$ cat src/rtl/tsc_pkg.sv
// ----------------------------------------------------------------------------
// tsc_pkg
// Shared constants, codes, command/status types and helpers for the
// two-ball spring contact stepper.
// ----------------------------------------------------------------------------
package tsc_pkg;

  localparam int FRAC_BITS = 16;
  localparam int WORD_BITS = 32;

  localparam logic [63:0] ONE_Q      = 64'd1 << FRAC_BITS;
  localparam logic [63:0] TWO32      = 64'h1_0000_0000;
  localparam logic [63:0] FIVE_ONE_Q = ONE_Q * 64'd5;

  localparam logic signed [31:0] WMAX = 32'sh7FFF_FFFF;
  localparam logic signed [31:0] WMIN = 32'sh8000_0000;

  // item kinds
  localparam logic OP_LOAD = 1'b0;
  localparam logic OP_STEP = 1'b1;

  // configuration register indexes
  localparam logic [2:0] CFG_MASS_A      = 3'd0;
  localparam logic [2:0] CFG_MASS_B      = 3'd1;
  localparam logic [2:0] CFG_STIFF_A     = 3'd2;
  localparam logic [2:0] CFG_STIFF_B     = 3'd3;
  localparam logic [2:0] CFG_RADIUS_A    = 3'd4;
  localparam logic [2:0] CFG_RADIUS_B    = 3'd5;
  localparam logic [2:0] CFG_FRICTION    = 3'd6;
  localparam logic [2:0] CFG_TIME_STEP   = 3'd7;

  // micro-op sequence of one step
  localparam logic [4:0] U_DX2    = 5'd0;
  localparam logic [4:0] U_DY2    = 5'd1;
  localparam logic [4:0] U_R2     = 5'd2;
  localparam logic [4:0] U_SQRT   = 5'd3;
  localparam logic [4:0] U_KEFF   = 5'd4;
  localparam logic [4:0] U_FORCE  = 5'd5;
  localparam logic [4:0] U_TQ1    = 5'd6;
  localparam logic [4:0] U_TQ2    = 5'd7;
  localparam logic [4:0] U_BALL_A = 5'd8;
  localparam logic [4:0] U_BALL_B = 5'd17;
  localparam logic [4:0] U_POS    = 5'd26;
  localparam logic [4:0] U_LAST   = 5'd29;

  // per-ball sub-ops
  localparam logic [3:0] B_ACC = 4'd0;
  localparam logic [3:0] B_DV  = 4'd1;
  localparam logic [3:0] B_VX  = 4'd2;
  localparam logic [3:0] B_VY  = 4'd3;
  localparam logic [3:0] B_SQ1 = 4'd4;
  localparam logic [3:0] B_SQ2 = 4'd5;
  localparam logic [3:0] B_INR = 4'd6;
  localparam logic [3:0] B_ALP = 4'd7;
  localparam logic [3:0] B_DW  = 4'd8;

  typedef struct packed {
    logic       load;
    logic       prep;
    logic       flags;
    logic       issue;
    logic       wb;
    logic       step_end;
    logic       out_load;
    logic [4:0] uop;
  } tsc_cmd_t;

  typedef struct packed {
    logic skip;
    logic done;
  } tsc_stat_t;

  function automatic logic signed [31:0] sat_add(input logic signed [31:0] w,
                                                 input logic neg,
                                                 input logic [63:0] mag);
    logic [31:0]        room;
    logic signed [31:0] r;
    room = neg ? {~w[31], w[30:0]} : {w[31], ~w[30:0]};
    if (mag >= {32'd0, room}) begin
      r = neg ? WMIN : WMAX;
    end else begin
      r = neg ? w - $signed(mag[31:0]) : w + $signed(mag[31:0]);
    end
    return r;
  endfunction

endpackage

$ cat src/rtl/tsc_ctrl.sv
// ----------------------------------------------------------------------------
// tsc_ctrl
// Controller: input handshake, micro-op sequencing of one step, result
// handoff to the output register.
// ----------------------------------------------------------------------------
module tsc_ctrl import tsc_pkg::*; (
  input  logic      clk,
  input  logic      rst,
  input  logic      s_tvalid,
  output logic      s_tready,
  input  logic      op,
  output logic      m_tvalid,
  input  logic      m_tready,
  output tsc_cmd_t  cmd,
  input  tsc_stat_t stat
);

  localparam logic [2:0] ST_IDLE = 3'd0;
  localparam logic [2:0] ST_PREP = 3'd1;
  localparam logic [2:0] ST_RUN  = 3'd2;
  localparam logic [2:0] ST_WAIT = 3'd3;
  localparam logic [2:0] ST_OUT  = 3'd4;

  logic [2:0] state;
  logic [4:0] uop;

  assign s_tready = state == ST_IDLE;

  always_comb begin
    cmd     = '0;
    cmd.uop = uop;
    case (state)
      ST_IDLE: cmd.load = s_tvalid && op == OP_LOAD;
      ST_PREP: cmd.prep = 1'b1;
      ST_RUN: begin
        cmd.flags = uop == U_SQRT;
        cmd.issue = !stat.skip;
      end
      ST_WAIT: begin
        cmd.wb       = stat.done;
        cmd.step_end = stat.done && uop == U_LAST;
      end
      ST_OUT:  cmd.out_load = !m_tvalid || m_tready;
      default: ;
    endcase
  end

  always_ff @(posedge clk) begin
    if (rst) begin
      state    <= ST_IDLE;
      uop      <= '0;
      m_tvalid <= 1'b0;
    end else begin
      if (state == ST_OUT && (!m_tvalid || m_tready)) begin
        m_tvalid <= 1'b1;
      end else if (m_tready) begin
        m_tvalid <= 1'b0;
      end
      case (state)
        ST_IDLE: begin
          if (s_tvalid) begin
            state <= (op == OP_STEP) ? ST_PREP : ST_OUT;
          end
        end
        ST_PREP: begin
          uop   <= U_DX2;
          state <= ST_RUN;
        end
        ST_RUN: begin
          if (stat.skip) begin
            uop <= uop + 5'd1;
          end else begin
            state <= ST_WAIT;
          end
        end
        ST_WAIT: begin
          if (stat.done) begin
            if (uop == U_LAST) begin
              state <= ST_OUT;
            end else begin
              uop   <= uop + 5'd1;
              state <= ST_RUN;
            end
          end
        end
        ST_OUT: begin
          if (!m_tvalid || m_tready) begin
            state <= ST_IDLE;
          end
        end
        default: state <= ST_IDLE;
      endcase
    end
  end

  a_done_in_wait: assert property (@(posedge clk) disable iff (rst)
    stat.done |-> state == ST_WAIT)
    else $error("engine done outside wait");

  a_issue_waits: assert property (@(posedge clk) disable iff (rst)
    cmd.issue |=> state == ST_WAIT)
    else $error("issue did not enter wait");

  a_last_to_out: assert property (@(posedge clk) disable iff (rst)
    (state == ST_WAIT && stat.done && uop == U_LAST) |=> state == ST_OUT)
    else $error("last op did not finish the step");

endmodule

$ cat config.mk
export PLATFORM = sky130hd
export DESIGN_NAME = tsc_ctrl
export DESIGN_NICKNAME = d
export VERILOG_FILES = /design/src/rtl/tsc_pkg.sv /design/src/rtl/tsc_ctrl.sv
export SDC_FILE = /design/constraint.sdc
export NUM_CORES = 1
export LEC_CHECK = 0
export ABC_AREA = 1
export BUFFER_PORTS_ARGS = -buffer_cell sky130_fd_sc_hd__buf_2
export CAP_MARGIN = 20
export CORE_AREA = 2 2 39 41
export CTS_CLUSTER_DIAMETER = 80
export DETAILED_ROUTE_END_ITERATION = 16
export DIE_AREA = 0 0 41 43
export PLACE_DENSITY = 0.74
export SETUP_SLACK_MARGIN = 0.02
export SKIP_LAST_GASP = 1
export SYNTH_ARGS = -nofsm -noshare
export SYNTH_HDL_FRONTEND = slang
export SYNTH_SLANG_ARGS = --single-unit
export TNS_END_PERCENT = 50
$ cat constraint.sdc
create_clock -name clk -period 4.14 [get_ports clk]
set_clock_uncertainty 0.1 [all_clocks]
set_input_delay 0 -clock clk [delete_from_list [all_inputs] [get_ports clk]]
set_output_delay 0 -clock clk [all_outputs]
set_load 0.01 [all_outputs]
==> results by group <==
Finish
  • Layout cells sized above 1: between 20 and 30%
  • Ant. Diodes: 0
  • Area grow syn2layout: 23.8%
  • NumNets Final: 145

Worst hold path
  • Worst hold path depth: 5
  • Worst Min Path Start: op
  • WHS Endpoint: state[0]
  • Hold Crit Class: in2reg

STA
  • Least-Margin Pin Slew: 0.361 ns
  • Final setup viols: 0
  • Final worst path period share: ~37%
  • Setup_tns: 0 ns
  • RSZ-0062 raised after global routing: no
  • Final min period: 1.54 ns
  • Fin. Hold Viols: 0
  • Fmax: between 600 and 700 MHz
  • Slew HR: roughly three quarters
  • Slew Viols, Final: 0

Worst setup path
  • R2r endpoint: uop[0]
  • CP arrival: roughly 1.6 ns
  • Critical Path RT: roughly 4.2 ns
  • Critical path launch point type: flop
  • Crit path max fanout: 6
  • Crit path kind: reg2reg
  • Flop-to-flop setup slack: roughly 2.6 ns
  • Critical Path Sink Type: flop
  • Reg2reg path depth: 10
  • Worst r2r src: uop[1]

GRT
  • Largest net degree at the start of global routing: 9
  • First-pass GRT wire length: 2.50 mm
  • Initial antenna violation count: 0
  • Tot GR Track Use: 20.7%
  • Vias in the first global route: between 600 and 700
  • Congestion Overflow GR: 0

Yosys
  • Synth cell count leaders: 28 x nor2_1, 27 x nand2_1, 13 x inv_1
  • Syn_nets: 119
  • Synthesized area: ~650 um^2
  • Synth cell types: 20
  • Synth Flop Type: dfxtp_1
  • Ys async rst share: 0%
  • Synth area leaders: dfxtp_1 28%, nor2_1 16%, nand2_1 16%
  • Seq/Total Area, Yosys: around 28%
  • Avg Cell Area, Syn: approximately 6 um^2
  • Post-synth top area share: 27.6%
  • Number of synthesized flops with an enable pin: 0
  • Count leader, synth: nor2_1
  • Mapped Cells: 110
  • #FFs+latches synth: 9
  • YS warnings: 0
  • Post-synth top area cell: dfxtp_1

Pwr
  • P_leak: 0.432 nW
  • PD cells: ~730 nW/um^2
  • Maximum vdd drop: roughly 0.34 mV
  • Post-route total power: around 0.00059 W

Clock tree
  • Sinks on Clock Net: 9
  • Post-CTS Setup Inserts: 0
  • # H-tree levels: 1
  • CTS Buf Count: 3
  • Clk slew on worst S/H paths: roughly 0.06 ns
  • Worst-Skew Late Latency: 0.26 ns
  • CTS max path bufs: 2
  • CTS tree: built
  • Root buffer cell: clkbuf_4

Drt
  • DRT Pass-1 Iters: 4
  • Total number of vias: just over 700
  • Drt wl/cell: between 9 and 10 um
  • Routed Antenna Nets: 0
  • Number of remaining DRC errors: 0
  • DRT Wirelength: 1.46 mm
  • DR vias/cell: about 4.8
  • Iteration-0 DRC Markers: 22

Die
  • Die width: 41 um
  • Die area: ~1800 um^2
  • # IOs: 21
  • Std cell rows: 14
  • Chip Height: ~43 um
  • CORE AREA: around 1400 um^2
  • Initial Utilization: a little under half

Status
  • Status: finished clean

Placement
  • Routability congestion estimate from global placement: just over 0.8
  • Port Buffers: 20
  • HPWL after detailed placement: roughly 1.2 mm

Flow run
  • Max-cap violations: 0
-- cells in the final DEF (no fill, tap or decap), drive strengths merged --
master       count
o21bai           1
dlygate4sd3      2
nand3            7
nor3             4
ha               2
buf             20
o21ai            4
nand2           30
a21oi            3
nand3b           1
inv             14
clkbuf           4
or2              1
dfxtp            9
nor2            33
-- sequential cells by signal, summed over array words and instances, names as in the netlist --
| register | flops |
|---|---|
| m_tvalid | 1 |
| state | 3 |
| uop | 5 |
-- cells by family (layout without fill, tap and decap cells) --
logic type      Yosys count  after routing  share of synthesized area (%)
flops                     9              9                           27.6
simple gates             76             76                           52.2
compound gates            8              8                           6.52
fa+ha+maj                 2              2                           3.84
buf+inv                  15             40                           9.79
-- critical path, cell delays in order (launching register included) --
cell,delay [ns]
dfxtp_1,0.38
inv_1,0.07
ha_1,0.18
nand2_1,0.06
nor2_1,0.04
nand2_1,0.09
nand2_1,0.09
nor2_2,0.23
nand2_1,0.09
nand2_1,0.07
nor2_1,0.04
-- metrics by stage --
stage / setup slack, ns / area [um^2] / utilization (%) / cells / hold slack, ns
2_1_floorplan: 2.72 / 652 / - / 110 / -0.0622
3_3_place_gp: 2.71 / 761 / 55.0 / 145 / 0.0936
3_5_place_dp: 2.62 / 761 / 55.0 / 145 / 0.0968
4_1_cts: 2.60 / 807 / 58.3 / 151 / 0.0108
5_1_grt: 2.45 / 807 / 58.3 / 151 / 0.0756
6_report: 2.60 / 807 / 58.3 / 151 / 0.0155
-- power breakdown --
| group | switching (W) | internal, W |
|---|---|---|
| Clock | 0.0000318 | 0.0000372 |
| Sequential | 0.0000480 | 0.000121 |
| Combinational | 0.000218 | 0.000131 |
| Total | 0.000298 | 0.000289 |
-- what timing repair did --
item,in CTS,in global routing
hold buffers,2,0
gates resized for setup,0,0
endpoints found under the setup margin,0,0
endpoints found under the hold margin,2,0
-- routing by layer --
layer	track usage, %	up-vias	wire length [um]	share of wire, %
met2	30.3	22	666	46
met4	10.0	0	10	0.68
met3	4.71	2	102	7.0
li1	-	393	-	-
met5	0	-	0	0
met1	27.4	308	681	47
-- area by class of cell --
type	count	area (um^2)
multi-input combinational	86	408
inverter	14	52.6
timing repair buffer	22	120
sequential	9	180
tap	16	20.0
clock buffer	4	26.3
fill	146	577
-- how the worst max path moves through the flow --
stage,start,end,slack [ns],cells after the start
final,uop[1],uop[0],2.60,10
after CTS,uop[1],uop[0],2.60,10
after detailed placement,uop[1],uop[0],2.62,10
after global routing,uop[1],uop[0],2.45,10
after global placement,uop[1],uop[0],2.71,10
after floorplan,uop[1],uop[0],2.72,10
Note: power is estimated with default switching activity, not from simulation.
